===== config.mk =====
export PLATFORM = sky130hd
export DESIGN_NAME = route_path_statistics
export DESIGN_NICKNAME = d
export VERILOG_FILES = /design/src/hdl/rps_pkg.sv /design/src/hdl/rps_isqrt.sv /design/src/hdl/rps_div.sv /design/src/hdl/route_path_statistics.sv
export SDC_FILE = /design/constraint.sdc
export NUM_CORES = 2
export LEC_CHECK = 0
export BUFFER_PORTS_ARGS = -buffer_cell sky130_fd_sc_hd__buf_2
export CORE_UTILIZATION = 50
export CTS_BUF_LIST = sky130_fd_sc_hd__clkbuf_2 sky130_fd_sc_hd__clkbuf_4 sky130_fd_sc_hd__clkbuf_8
export DETAILED_ROUTE_END_ITERATION = 8
export PLACE_DENSITY_LB_ADDON = 0.15
export SYNTH_ARGS = -nofsm -noshare
export SYNTH_HDL_FRONTEND = slang
export SYNTH_HIERARCHICAL = 1
export SYNTH_SLANG_ARGS = --single-unit
export TNS_END_PERCENT = 1

===== constraint.sdc =====
create_clock -name i_clk -period 8 [get_ports i_clk]
set_clock_uncertainty 0.2 [all_clocks]
set_input_delay 1.6 -clock i_clk [delete_from_list [all_inputs] [get_ports i_clk]]
set_output_delay 1.6 -clock i_clk [all_outputs]
set_load 0.01 [all_outputs]

===== src/hdl/rps_pkg.sv =====
`timescale 1ns / 1ps
// ----------------------------------------------------------------------------
// Route path statistics package
// Widths of the route totals and the status record of the serial units.
// ----------------------------------------------------------------------------
package rps_pkg;

    localparam int TOTAL_W = 40;
    localparam int SPEED_W = 16;
    localparam int COUNT_W = 16;

    typedef struct packed {
        logic busy;
        logic done;
    } t_unit_stat;

endpackage


===== src/hdl/rps_isqrt.sv =====
`timescale 1ns / 1ps
// ----------------------------------------------------------------------------
// Serial integer square root
// Restoring digit-by-digit root: two radicand bits enter and one root bit
// leaves per cycle, until all OUT_W root bits are formed.
// ----------------------------------------------------------------------------
module rps_isqrt #(
    parameter int IN_W = 50
) (
    input  logic                   i_clk,
    input  logic                   i_rst_n,
    input  logic                   i_start,
    input  logic [IN_W-1:0]        i_val,
    output logic [IN_W/2-1:0]      o_root,
    output rps_pkg::t_unit_stat    o_stat
);
    import rps_pkg::*;

    localparam int OUT_W = IN_W / 2;
    localparam int CNT_W = $clog2(OUT_W + 1);

    logic [IN_W-1:0]  r_val;
    logic [OUT_W-1:0] r_rem;
    logic [OUT_W-1:0] r_root;
    logic [CNT_W-1:0] r_cnt;
    logic             r_busy;
    logic             r_done;

    logic [OUT_W+1:0] w_part;
    logic [OUT_W+1:0] w_trial;
    logic [OUT_W+1:0] w_diff;
    logic             w_ge;

    assign w_part  = {r_rem, r_val[IN_W-1 -: 2]};
    assign w_trial = {r_root, 2'b01};
    assign w_diff  = w_part - w_trial;
    assign w_ge    = (w_part >= w_trial);

    always_ff @(posedge i_clk) begin
        if (!i_rst_n) begin
            r_busy <= 1'b0;
            r_done <= 1'b0;
            r_cnt  <= '0;
        end else begin
            r_done <= 1'b0;
            if (i_start) begin
                r_busy <= 1'b1;
                r_cnt  <= CNT_W'(OUT_W);
            end else if (r_busy) begin
                r_cnt <= r_cnt - CNT_W'(1);
                if (r_cnt == CNT_W'(1)) begin
                    r_busy <= 1'b0;
                    r_done <= 1'b1;
                end
            end
        end
    end

    always_ff @(posedge i_clk) begin
        if (i_start) begin
            r_val  <= i_val;
            r_rem  <= '0;
            r_root <= '0;
        end else if (r_busy) begin
            r_val  <= {r_val[IN_W-3:0], 2'b00};
            r_rem  <= w_ge ? w_diff[OUT_W-1:0] : w_part[OUT_W-1:0];
            r_root <= {r_root[OUT_W-2:0], w_ge};
        end
    end

    assign o_root      = r_root;
    assign o_stat.busy = r_busy;
    assign o_stat.done = r_done;

endmodule


===== src/hdl/rps_div.sv =====
`timescale 1ns / 1ps
// ----------------------------------------------------------------------------
// Serial restoring divider
// One quotient bit per cycle. The dividend is left-aligned, and only the
// requested number of steps is run, so short dividends finish early.
// ----------------------------------------------------------------------------
module rps_div #(
    parameter int NUM_W = 48,
    parameter int DEN_W = 40
) (
    input  logic                           i_clk,
    input  logic                           i_rst_n,
    input  logic                           i_start,
    input  logic [$clog2(NUM_W+1)-1:0]     i_steps,
    input  logic [NUM_W-1:0]               i_num,
    input  logic [DEN_W-1:0]               i_den,
    output logic [NUM_W-1:0]               o_quo,
    output rps_pkg::t_unit_stat            o_stat
);
    import rps_pkg::*;

    localparam int CNT_W = $clog2(NUM_W + 1);

    logic [NUM_W-1:0] r_q;
    logic [DEN_W-1:0] r_rem;
    logic [DEN_W-1:0] r_den;
    logic [CNT_W-1:0] r_cnt;
    logic             r_busy;
    logic             r_done;

    logic [DEN_W:0]   w_trial;
    logic [DEN_W:0]   w_diff;
    logic             w_ge;

    assign w_trial = {r_rem, r_q[NUM_W-1]};
    assign w_diff  = w_trial - {1'b0, r_den};
    assign w_ge    = (w_trial >= {1'b0, r_den});

    always_ff @(posedge i_clk) begin
        if (!i_rst_n) begin
            r_busy <= 1'b0;
            r_done <= 1'b0;
            r_cnt  <= '0;
        end else begin
            r_done <= 1'b0;
            if (i_start) begin
                r_busy <= 1'b1;
                r_cnt  <= i_steps;
            end else if (r_busy) begin
                r_cnt <= r_cnt - CNT_W'(1);
                if (r_cnt == CNT_W'(1)) begin
                    r_busy <= 1'b0;
                    r_done <= 1'b1;
                end
            end
        end
    end

    always_ff @(posedge i_clk) begin
        if (i_start) begin
            r_q   <= i_num;
            r_rem <= '0;
            r_den <= i_den;
        end else if (r_busy) begin
            r_q   <= {r_q[NUM_W-2:0], w_ge};
            r_rem <= w_ge ? w_diff[DEN_W-1:0] : w_trial[DEN_W-1:0];
        end
    end

    assign o_quo       = r_q;
    assign o_stat.busy = r_busy;
    assign o_stat.done = r_done;

endmodule


===== src/hdl/route_path_statistics.sv =====
`timescale 1ns / 1ps
// ----------------------------------------------------------------------------
// Route path statistics
// Accumulates distance, travel time, speed range, average speed and point
// count over a route of points and emits one summary after the last point.
// ----------------------------------------------------------------------------
// The block works on one point at a time. The first point of a route is
// only stored. Every later point runs the bit-serial sum of squares, one
// multiplier bit per step, then the serial square root, one root bit per
// step, and then, unless the previous point's speed is zero, the serial
// divider for the segment time, one quotient bit per step. The last point
// then runs the same divider once more for the average speed, unless the
// total time is zero. A finished summary waits in the output register, and
// the next route may start while it waits.
module route_path_statistics #(
    parameter int COORD_WIDTH = 24,
    parameter int FRAC_BITS   = 4
) (
    input  logic                                        i_clk,
    input  logic                                        i_rst_n,
    input  logic                                        s_axis_tvalid,
    output logic                                        s_axis_tready,
    // pos_x, pos_y, pos_z, point_speed, zero padding
    input  logic [((3*COORD_WIDTH+16+7)/8)*8-1:0]       s_axis_tdata,
    // is_last
    input  logic                                        s_axis_tlast,
    output logic                                        m_axis_tvalid,
    input  logic                                        m_axis_tready,
    // total_distance, total_time, max_speed, min_speed, avg_speed,
    // point_count
    output logic [2*rps_pkg::TOTAL_W+4*rps_pkg::SPEED_W-1:0] m_axis_tdata,
    // zero_speed_seen, saturated
    output logic [1:0]                                  m_axis_tuser
);
    import rps_pkg::*;

    localparam int CW         = COORD_WIDTH;
    localparam int SUM_W      = 2 * CW + 2;
    localparam int SQ_W       = (SUM_W > 64) ? 64 : SUM_W;
    localparam int LEN_W      = SQ_W / 2;
    localparam int SEG_NUM_W  = LEN_W + FRAC_BITS;
    localparam int DIV_NUM_W  = TOTAL_W + FRAC_BITS;
    localparam int STEP_W     = $clog2(DIV_NUM_W + 1);
    localparam int SQ_CNT_W   = $clog2(CW + 1);
    localparam int M_DATA_W   = 2 * TOTAL_W + 4 * SPEED_W;
    localparam int OFS_MAX    = 2 * TOTAL_W;
    localparam int OFS_MIN    = OFS_MAX + SPEED_W;
    localparam int OFS_COUNT  = OFS_MIN + 2 * SPEED_W;

    localparam logic [2:0] ST_IDLE = 3'd0;
    localparam logic [2:0] ST_SQ   = 3'd1;
    localparam logic [2:0] ST_ROOT = 3'd2;
    localparam logic [2:0] ST_DIV  = 3'd3;
    localparam logic [2:0] ST_FIN  = 3'd4;
    localparam logic [2:0] ST_AVG  = 3'd5;
    localparam logic [2:0] ST_OUT  = 3'd6;

    // Route state.
    logic [2:0]          r_state, n_state;
    logic                r_go, n_go;
    logic [CW-1:0]       r_px, n_px;
    logic [CW-1:0]       r_py, n_py;
    logic [CW-1:0]       r_pz, n_pz;
    logic [SPEED_W-1:0]  r_pspeed, n_pspeed;
    logic                r_have, n_have;
    logic [TOTAL_W-1:0]  r_dist, n_dist;
    logic [TOTAL_W-1:0]  r_time, n_time;
    logic [SPEED_W-1:0]  r_smax, n_smax;
    logic [SPEED_W-1:0]  r_smin, n_smin;
    logic [COUNT_W-1:0]  r_count, n_count;
    logic                r_zero, n_zero;
    logic                r_sat, n_sat;
    logic                r_last, n_last;
    logic [SQ_CNT_W-1:0] r_sq_cnt, n_sq_cnt;
    logic                r_m_valid, n_m_valid;

    // Working registers.
    logic [SPEED_W-1:0]  r_seg_speed;
    logic [CW-1:0]       r_mx, r_my, r_mz;
    logic [CW-1:0]       r_bx, r_by, r_bz;
    logic [SUM_W-1:0]    r_acc;
    logic [SPEED_W-1:0]  r_avg;
    logic [M_DATA_W-1:0] r_m_data;
    logic [1:0]          r_m_user;

    logic [CW-1:0]       w_x, w_y, w_z;
    logic [SPEED_W-1:0]  w_spd;
    logic [CW:0]         w_dx, w_dy, w_dz;
    logic [CW-1:0]       w_ax, w_ay, w_az;
    logic [CW+1:0]       w_part;
    logic [SQ_W-1:0]     w_sq;
    logic                w_accept;
    logic                w_load;
    logic                w_root_go;
    logic                w_div_go;
    logic [LEN_W-1:0]    w_root;
    logic [DIV_NUM_W-1:0] w_num;
    logic [TOTAL_W-1:0]  w_den;
    logic [STEP_W-1:0]   w_steps;
    logic [DIV_NUM_W-1:0] w_quo;
    logic [TOTAL_W:0]    w_dist_sum;
    logic [TOTAL_W:0]    w_time_sum;
    t_unit_stat          w_root_stat;
    t_unit_stat          w_div_stat;

    assign w_x   = s_axis_tdata[0 +: CW];
    assign w_y   = s_axis_tdata[CW +: CW];
    assign w_z   = s_axis_tdata[2*CW +: CW];
    assign w_spd = s_axis_tdata[3*CW +: SPEED_W];

    assign s_axis_tready = (r_state == ST_IDLE);
    assign w_accept      = s_axis_tvalid && s_axis_tready;
    assign w_load        = !r_m_valid || m_axis_tready;

    assign w_dx = {w_x[CW-1], w_x} - {r_px[CW-1], r_px};
    assign w_dy = {w_y[CW-1], w_y} - {r_py[CW-1], r_py};
    assign w_dz = {w_z[CW-1], w_z} - {r_pz[CW-1], r_pz};
    assign w_ax = w_dx[CW] ? CW'(-w_dx) : w_dx[CW-1:0];
    assign w_ay = w_dy[CW] ? CW'(-w_dy) : w_dy[CW-1:0];
    assign w_az = w_dz[CW] ? CW'(-w_dz) : w_dz[CW-1:0];

    // One multiplier bit of each square enters per cycle, most significant
    // bit first.
    assign w_part = (CW+2)'(r_mx & {CW{r_bx[CW-1]}})
                  + (CW+2)'(r_my & {CW{r_by[CW-1]}})
                  + (CW+2)'(r_mz & {CW{r_bz[CW-1]}});

    if (SUM_W > SQ_W) begin : g_sq_sat
        assign w_sq = (|r_acc[SUM_W-1:SQ_W]) ? '1 : r_acc[SQ_W-1:0];
    end else begin : g_sq_plain
        assign w_sq = r_acc;
    end

    assign w_root_go = r_go && (r_state == ST_ROOT);
    assign w_div_go  = r_go && ((r_state == ST_DIV) || (r_state == ST_AVG));

    always_comb begin
        if (r_state == ST_AVG) begin
            w_num   = DIV_NUM_W'(r_dist) << FRAC_BITS;
            w_den   = r_time;
            w_steps = STEP_W'(DIV_NUM_W);
        end else begin
            w_num   = DIV_NUM_W'(w_root) << (DIV_NUM_W - LEN_W);
            w_den   = TOTAL_W'(r_seg_speed);
            w_steps = STEP_W'(SEG_NUM_W);
        end
    end

    rps_isqrt #(
        .IN_W (SQ_W)
    ) u_isqrt (
        .i_clk   (i_clk),
        .i_rst_n (i_rst_n),
        .i_start (w_root_go),
        .i_val   (w_sq),
        .o_root  (w_root),
        .o_stat  (w_root_stat)
    );

    rps_div #(
        .NUM_W (DIV_NUM_W),
        .DEN_W (TOTAL_W)
    ) u_div (
        .i_clk   (i_clk),
        .i_rst_n (i_rst_n),
        .i_start (w_div_go),
        .i_steps (w_steps),
        .i_num   (w_num),
        .i_den   (w_den),
        .o_quo   (w_quo),
        .o_stat  (w_div_stat)
    );

    assign w_dist_sum = {1'b0, r_dist} + (TOTAL_W+1)'(w_root);
    assign w_time_sum = {1'b0, r_time} + {1'b0, w_quo[TOTAL_W-1:0]};

    always_comb begin
        n_state   = r_state;
        n_go      = 1'b0;
        n_px      = r_px;
        n_py      = r_py;
        n_pz      = r_pz;
        n_pspeed  = r_pspeed;
        n_have    = r_have;
        n_dist    = r_dist;
        n_time    = r_time;
        n_smax    = r_smax;
        n_smin    = r_smin;
        n_count   = r_count;
        n_zero    = r_zero;
        n_sat     = r_sat;
        n_last    = r_last;
        n_sq_cnt  = r_sq_cnt;
        n_m_valid = r_m_valid && !m_axis_tready;

        unique case (r_state)
            ST_IDLE: begin
                if (w_accept) begin
                    n_px     = w_x;
                    n_py     = w_y;
                    n_pz     = w_z;
                    n_pspeed = w_spd;
                    n_have   = 1'b1;
                    n_last   = s_axis_tlast;
                    if (w_spd > r_smax) begin
                        n_smax = w_spd;
                    end
                    if (w_spd < r_smin) begin
                        n_smin = w_spd;
                    end
                    if (r_count == '1) begin
                        n_sat = 1'b1;
                    end else begin
                        n_count = r_count + COUNT_W'(1);
                    end
                    if (r_have) begin
                        n_sq_cnt = SQ_CNT_W'(CW);
                        n_state  = ST_SQ;
                    end else if (s_axis_tlast) begin
                        n_state = ST_FIN;
                    end
                end
            end
            ST_SQ: begin
                n_sq_cnt = r_sq_cnt - SQ_CNT_W'(1);
                if (r_sq_cnt == SQ_CNT_W'(1)) begin
                    n_go    = 1'b1;
                    n_state = ST_ROOT;
                end
            end
            ST_ROOT: begin
                if (w_root_stat.done) begin
                    if (w_dist_sum[TOTAL_W]) begin
                        n_dist = '1;
                        n_sat  = 1'b1;
                    end else begin
                        n_dist = w_dist_sum[TOTAL_W-1:0];
                    end
                    if (r_seg_speed == '0) begin
                        n_zero  = 1'b1;
                        n_state = r_last ? ST_FIN : ST_IDLE;
                    end else begin
                        n_go    = 1'b1;
                        n_state = ST_DIV;
                    end
                end
            end
            ST_DIV: begin
                if (w_div_stat.done) begin
                    if (w_time_sum[TOTAL_W]) begin
                        n_time = '1;
                        n_sat  = 1'b1;
                    end else begin
                        n_time = w_time_sum[TOTAL_W-1:0];
                    end
                    n_state = r_last ? ST_FIN : ST_IDLE;
                end
            end
            ST_FIN: begin
                if (r_time == '0) begin
                    n_state = ST_OUT;
                end else begin
                    n_go    = 1'b1;
                    n_state = ST_AVG;
                end
            end
            ST_AVG: begin
                if (w_div_stat.done) begin
                    n_state = ST_OUT;
                end
            end
            ST_OUT: begin
                if (w_load) begin
                    n_m_valid = 1'b1;
                    n_px      = '0;
                    n_py      = '0;
                    n_pz      = '0;
                    n_pspeed  = '0;
                    n_have    = 1'b0;
                    n_dist    = '0;
                    n_time    = '0;
                    n_smax    = '0;
                    n_smin    = '1;
                    n_count   = '0;
                    n_zero    = 1'b0;
                    n_sat     = 1'b0;
                    n_last    = 1'b0;
                    n_state   = ST_IDLE;
                end
            end
            default: begin
                n_state = ST_IDLE;
            end
        endcase
    end

    always_ff @(posedge i_clk) begin
        if (!i_rst_n) begin
            r_state   <= ST_IDLE;
            r_go      <= 1'b0;
            r_px      <= '0;
            r_py      <= '0;
            r_pz      <= '0;
            r_pspeed  <= '0;
            r_have    <= 1'b0;
            r_dist    <= '0;
            r_time    <= '0;
            r_smax    <= '0;
            r_smin    <= '1;
            r_count   <= '0;
            r_zero    <= 1'b0;
            r_sat     <= 1'b0;
            r_last    <= 1'b0;
            r_sq_cnt  <= '0;
            r_m_valid <= 1'b0;
        end else begin
            r_state   <= n_state;
            r_go      <= n_go;
            r_px      <= n_px;
            r_py      <= n_py;
            r_pz      <= n_pz;
            r_pspeed  <= n_pspeed;
            r_have    <= n_have;
            r_dist    <= n_dist;
            r_time    <= n_time;
            r_smax    <= n_smax;
            r_smin    <= n_smin;
            r_count   <= n_count;
            r_zero    <= n_zero;
            r_sat     <= n_sat;
            r_last    <= n_last;
            r_sq_cnt  <= n_sq_cnt;
            r_m_valid <= n_m_valid;
        end
    end

    always_ff @(posedge i_clk) begin
        if (w_accept && r_have) begin
            r_seg_speed <= r_pspeed;
            r_mx        <= w_ax;
            r_my        <= w_ay;
            r_mz        <= w_az;
            r_bx        <= w_ax;
            r_by        <= w_ay;
            r_bz        <= w_az;
            r_acc       <= '0;
        end else if (r_state == ST_SQ) begin
            r_bx  <= {r_bx[CW-2:0], 1'b0};
            r_by  <= {r_by[CW-2:0], 1'b0};
            r_bz  <= {r_bz[CW-2:0], 1'b0};
            r_acc <= {r_acc[SUM_W-2:0], 1'b0} + SUM_W'(w_part);
        end
        if (r_state == ST_FIN) begin
            r_avg <= '0;
        end else if ((r_state == ST_AVG) && w_div_stat.done) begin
            r_avg <= (|w_quo[DIV_NUM_W-1:SPEED_W]) ? '1 : w_quo[SPEED_W-1:0];
        end
        if ((r_state == ST_OUT) && w_load) begin
            r_m_data <= {r_count, r_avg, r_smin, r_smax, r_time, r_dist};
            r_m_user <= {r_sat, r_zero};
        end
    end

    assign m_axis_tvalid = r_m_valid;
    assign m_axis_tdata  = r_m_data;
    assign m_axis_tuser  = r_m_user;

    a_units_idle_when_ready: assert property (@(posedge i_clk) disable iff (!i_rst_n)
        s_axis_tready |-> !w_root_stat.busy && !w_div_stat.busy)
        else $error("A serial unit is busy while the block takes a new point.");

    a_root_done_in_place: assert property (@(posedge i_clk) disable iff (!i_rst_n)
        w_root_stat.done |-> (r_state == ST_ROOT))
        else $error("Square root finished outside its state.");

    a_div_done_in_place: assert property (@(posedge i_clk) disable iff (!i_rst_n)
        w_div_stat.done |-> (r_state == ST_DIV) || (r_state == ST_AVG))
        else $error("Divider finished outside its states.");

    a_route_cleared: assert property (@(posedge i_clk) disable iff (!i_rst_n)
        (r_state == ST_OUT) && w_load |=> !r_have && (r_count == '0) && r_m_valid)
        else $error("Route state was not cleared after the summary transfer.");

    a_summary_sane: assert property (@(posedge i_clk) disable iff (!i_rst_n)
        r_m_valid |-> (r_m_data[OFS_COUNT +: COUNT_W] != '0)
            && (r_m_data[OFS_MIN +: SPEED_W] <= r_m_data[OFS_MAX +: SPEED_W]))
        else $error("Summary holds no points or an inverted speed range.");

endmodule

## Word-level counts from Yosys, hierarchy flattened

Cells that the tools add are included.

| storage, ports and cells | value |
|---|---|
| bits in registers | 841 |
| input bits | 93 |
| output and inout bits | 148 |
| logic and storage cells | 225 |

| operators by class | value |
|---|---|
| add/sub/neg operators | 17 |
| order comparisons | 4 |
| equal/unequal tests | 25 |
| muxes and demuxes | 95 |
| bitwise operators | 6 |
| reductions and logical operators | 36 |

Operators by type and width:

| kind | number |
|---|---|
| 2-to-1 mux 24 bit | 13 |
| 2-to-1 mux 40 bit | 6 |
| 2-to-1 mux 16 bit | 11 |
| one-hot mux 40 bit (2 select lines) | 2 |
| one-hot mux 24 bit (2 select lines) | 3 |
| 2-to-1 mux 44 bit | 3 |
| one-hot mux 16 bit (2 select lines) | 4 |
| 2-to-1 mux 50 bit | 2 |
| subtractor 24 x 24 -> 25 bit | 3 |
| AND 24 bit | 3 |
| negation 24 bit | 3 |
| adder 50 x 26 -> 50 bit | 1 |
| adder 40 x 25 -> 41 bit | 1 |
| adder 40 x 40 -> 41 bit | 1 |
| greater-or-equal comparator 41 x 40 -> 1 bit | 1 |
| logical NOT 40 bit | 1 |
| subtractor 40 bit | 1 |
| 2-to-1 mux 3 bit | 10 |
| OR reduction 28 bit | 1 |
| greater-or-equal comparator 27 bit | 1 |
| adder 25 x 24 -> 26 bit | 1 |
| adder 24 x 24 -> 25 bit | 1 |
| 2-to-1 mux 1 bit | 25 |
| 2-to-1 mux 25 bit | 1 |
| 37 further kinds | 84 |

## Logic depth before layout (Yosys ltp)

| depth | value |
|---|---|
| word-level depth | 4 |
| mapped depth | 19 |
| mapped depth without buffers | 17 |

## Hierarchy

Netlist, hierarchy kept.

Modules (own cells, without submodules):

| module | instances | cells an instance | area each (um2) | sequential area each (um2) |
|---|---|---|---|---|
| route_path_statistics | 1 | 3,672 | 34,658.2 | 15,114.5 |
| rps_div | 1 | 747 | 7,752.4 | 3,483.3 |
| rps_isqrt | 1 | 541 | 5,755.5 | 2,642.5 |

## Worst setup path after synthesis

No wires, ideal clock.

| timing path | value |
|---|---|
| path type | input to register |
| start point | in s_axis_tvalid |
| end point | reg r_mx[0], enable pin |
| library setup time | 0.486 ns |
| data arrival time | 5.398 ns |
| required time | 7.314 ns |
| path slack | 1.916 ns |
| stages | 7 |
| path buffers | 4 |
| cells stage by stage | and2_1 clkbuf_1 nand2_1 inv_2 clkbuf_1 buf_1 buf_1 |

| on the way | value |
|---|---|
| longest elaborated chain between the ends | 2 |

RTL lines:

| element | line | text |
|---|---|---|
| start, declared | route_path_statistics.sv:21 | `input logic s_axis_tvalid,` |
| logical AND 1 bit | route_path_statistics.sv:112 | `assign w_accept = s_axis_tvalid && s_axis_tready;` |
| logical AND 1 bit | route_path_statistics.sv:338 | `if (w_accept && r_have) begin` |
| end signal, assigned | route_path_statistics.sv:340 | `r_mx <= w_ax;` |
| end, declared | route_path_statistics.sv:79 | `logic [CW-1:0] r_mx, r_my, r_mz;` |

No other way between the ends.
A chain may end at the register's enable or synchronous reset.

## Final worst setup path

| timing path | value |
|---|---|
| start point | reg r_by[23] |
| end point | reg r_acc[41] |

| on the way | value |
|---|---|
| longest elaborated chain between the ends | 4 |

RTL lines:

| element | line | text |
|---|---|---|
| start, declared | route_path_statistics.sv:80 | `logic [CW-1:0] r_bx, r_by, r_bz;` |
| start signal, assigned | route_path_statistics.sv:344 | `r_by <= w_ay;` |
| start signal, assigned | route_path_statistics.sv:349 | `r_by <= {r_by[CW-2:0], 1'b0};` |
| AND 24 bit | route_path_statistics.sv:125 | `+ (CW+2)'(r_my & {CW{r_by[CW-1]}})` |
| adder 24 x 24 -> 25 bit | route_path_statistics.sv:125 |  |
| adder 25 x 24 -> 26 bit | route_path_statistics.sv:126 | `+ (CW+2)'(r_mz & {CW{r_bz[CW-1]}});` |
| adder 50 x 26 -> 50 bit | route_path_statistics.sv:351 | `r_acc <= {r_acc[SUM_W-2:0], 1'b0} + SUM_W'(w_part);` |
| end signal, assigned | route_path_statistics.sv:351 |  |
| end, declared | route_path_statistics.sv:81 | `logic [SUM_W-1:0] r_acc;` |

No other way between the ends.

==> impl_results.md <==
- Die width: 312 µm
- Outcome: finished clean
- Setup violators final: 0
- H-tree Lvls: 4
- Clock Pin Slew Worst Setup and Hold Paths: 0.06 ns
- Initial Utilization: 50.6%
- Final Cycle Share: 69.2%
- Syn avg cell area: between 9 and 10 µm²
- ANT nets after route: 0
- Post-layout util: a little under three fifths
- Clock latency on the worst-skew pair: 0.85 ns
- GRT Total Usage: around a quarter
- Slowest stage delay, CP: 0.79 ns
- Crit path DAT: between 6 and 7 ns
- Clock Sinks: 841
- RePlAce Congestion: about 0.91
- Crit start category: flip-flop
- Power per cell area: 286 nW/µm²
- Vias in the first global route: 35100
- WP data required: 8.48 ns
- Share of layout cells above drive strength 1: around 15%
- Clock buffer count from CTS: 147
- Least-Margin Pin Slew: 1.17 ns
- Normalized max-slew margin: 21.8%
- I/O pin cnt: around 240
- Maximum vdd ir drop: just over 0.2 mV
- Slew Limit Fails: 0
- Critical Setup Path Class: flip-flop to flip-flop
- Core area: 95200 µm²
- Die height: between 300 and 400 µm
- Mapped Area: 48200 µm²
- P&R area growth vs syn: 11.2%
- Rows: around 110
- Wire per inst: 18.6 µm
- CTS tree: yes
- TNS Setup: 0 ns
- Max Buffers Root-to-Sink: 3
- Iter 0 DRT Violations: 2347
- Die area: 97500 µm²
- WP depth: 16
- Root buffer cell: clkbuf_8
- CTS resizes: 0
- Vias: 36900
- Buf/Inv on CP: 1
- Post-Synthesis Cells: 4958
- Critical-path cell list: nand2_1 -> fa_1 -> fa_1 -> inv_1 -> ha_1 -> a21o_1 -> a21oi_1 -> o21ai_1 -> a221o_1 -> a21boi_1 -> nor4bb_1 -> a221oi_1 -> a21boi_1 -> nand4_1 -> xor2_1 -> a21oi_1
- Cts hold-fix bufs: 0
- Static Leak: 21.6 nW
- Slowest CP cell: edfxtp_1
- Post-CTS Setup Inserts: 0
- Worst-path maximum fanout: 24
- Largest net degree at the start of global routing: 91
- Final Hold Viols: 0
- Port Buffers: 240
- Crit. End Element: flip-flop
- Hold crit path type: flip-flop to flip-flop
- Pre-antenna DRT Iters: 8
- RSZ-0062 raised after global routing: false
- Vias per inst: 5.62
- Grt total ovfl: 0
- Peak Freq: 181 MHz
- Yosys warns: 6
- Worst hold stages: 0
- DP HPWL: 87700 µm
- First-pass GRT wire length: 193000 µm
- NumNets Final: 5575
- Routed wire length: 122000 µm
- Post-route DRC violation count: 0
- Max capacitance violation total: 0
- Fin crit period: 5.54 ns
- CP top delay family: compound AO/OA/AOI/OAI gates
- Worst Reg-to-Reg Cells: 16
- Initial antenna violation count: 5
## routing by layer
metal  up-vias  part of all wire (%)  global-route usage, %
met5         -                     0                      0
met4         0                   2.6                   8.14
met3       188                   4.7                   3.97
met2       870                    48                   41.7
met1     17600                    44                   32.2
li1      18200                     -                      -
## metrics by stage
step / worst slack (ns) / std cells / instance area [µm²] / hold WS, ns / power, mW
final: 2.46 / 6555 / 53600 / 0.205 / 15.3
after global routing: 2.07 / 6555 / 53600 / 0.229 / 16.3
after CTS: 2.48 / 6550 / 53500 / 0.221 / 15.4
after detailed placement: 2.29 / 6274 / 50300 / 0.210 / 11.1
after global placement: 2.28 / 6274 / 50300 / 0.209 / 11.0
after floorplan: 1.92 / 4963 / 48200 / 0.203 / 9.83
## final timing paths
kind	start	end	slack, ns
min	r_pspeed[0]	r_seg_speed[0]	0.20
max reg2reg	r_by[23]	r_acc[41]	2.46
max	r_by[23]	r_acc[41]	2.46
min reg2reg	r_pspeed[0]	r_seg_speed[0]	0.20
## state kept, by name, summed over array words and instances (netlist names), 24 cells and up
name and flops:
u_isqrt/r_rem 25, r_bz 24, u_div/o_quo 44, r_time 40, r_acc 50, r_px 24
r_dist 40, u_div/r_den 40, r_mx 24, u_isqrt/r_val 50, u_isqrt/o_root 25, u_div/r_rem 40
m_axis_tdata 144, r_py 24, r_mz 24, r_pz 24, r_by 24, r_bx 24
r_my 24
## worst reg2reg max path, delay by kind of cell, from the launching register on
kind                       cells  cell delay (ns)
AOI/OAI and AO/OA              8             2.32
adders and majority gates      3             1.32
DFF                            1             0.79
and+or+nand+nor                3             0.51
xor gates and xnor gates       1             0.17
buffers and inverters          1             0.07
## layout make-up
| class | instances | area [µm²] |
|---|---|---|
| fill | 8517 | 41600 |
| multi-input combinational | 3532 | 24600 |
| inverter | 363 | 1380 |
| sequential | 841 | 21200 |
| clock inverter | 58 | 547 |
| tap | 1265 | 1580 |
| clock buffer | 218 | 2710 |
| antenna | 5 | 12.5 |
| timing repair buffer | 273 | 1450 |
## report_power, final
part	total, mW	switching (mW)	internal, mW
Clock	4.32	1.86	2.45
Sequential	5.69	0.372	5.32
Combinational	5.29	3.17	2.12
Total	15.3	5.41	9.90
## placed cells by master (no fill, tap or decap), types with 133 or more instances in the layout
cell type	instances
a21o_1	133
a21oi_1	395
buf_2	240
clkbuf_8	171
dfxtp_1	399
edfxtp_1	440
ha_1	270
inv_1	356
mux2_2	144
nand2_1	479
nor2_1	403
o21ai_0	181
xnor2_1	189
Power figures use the tool's default switching activity.
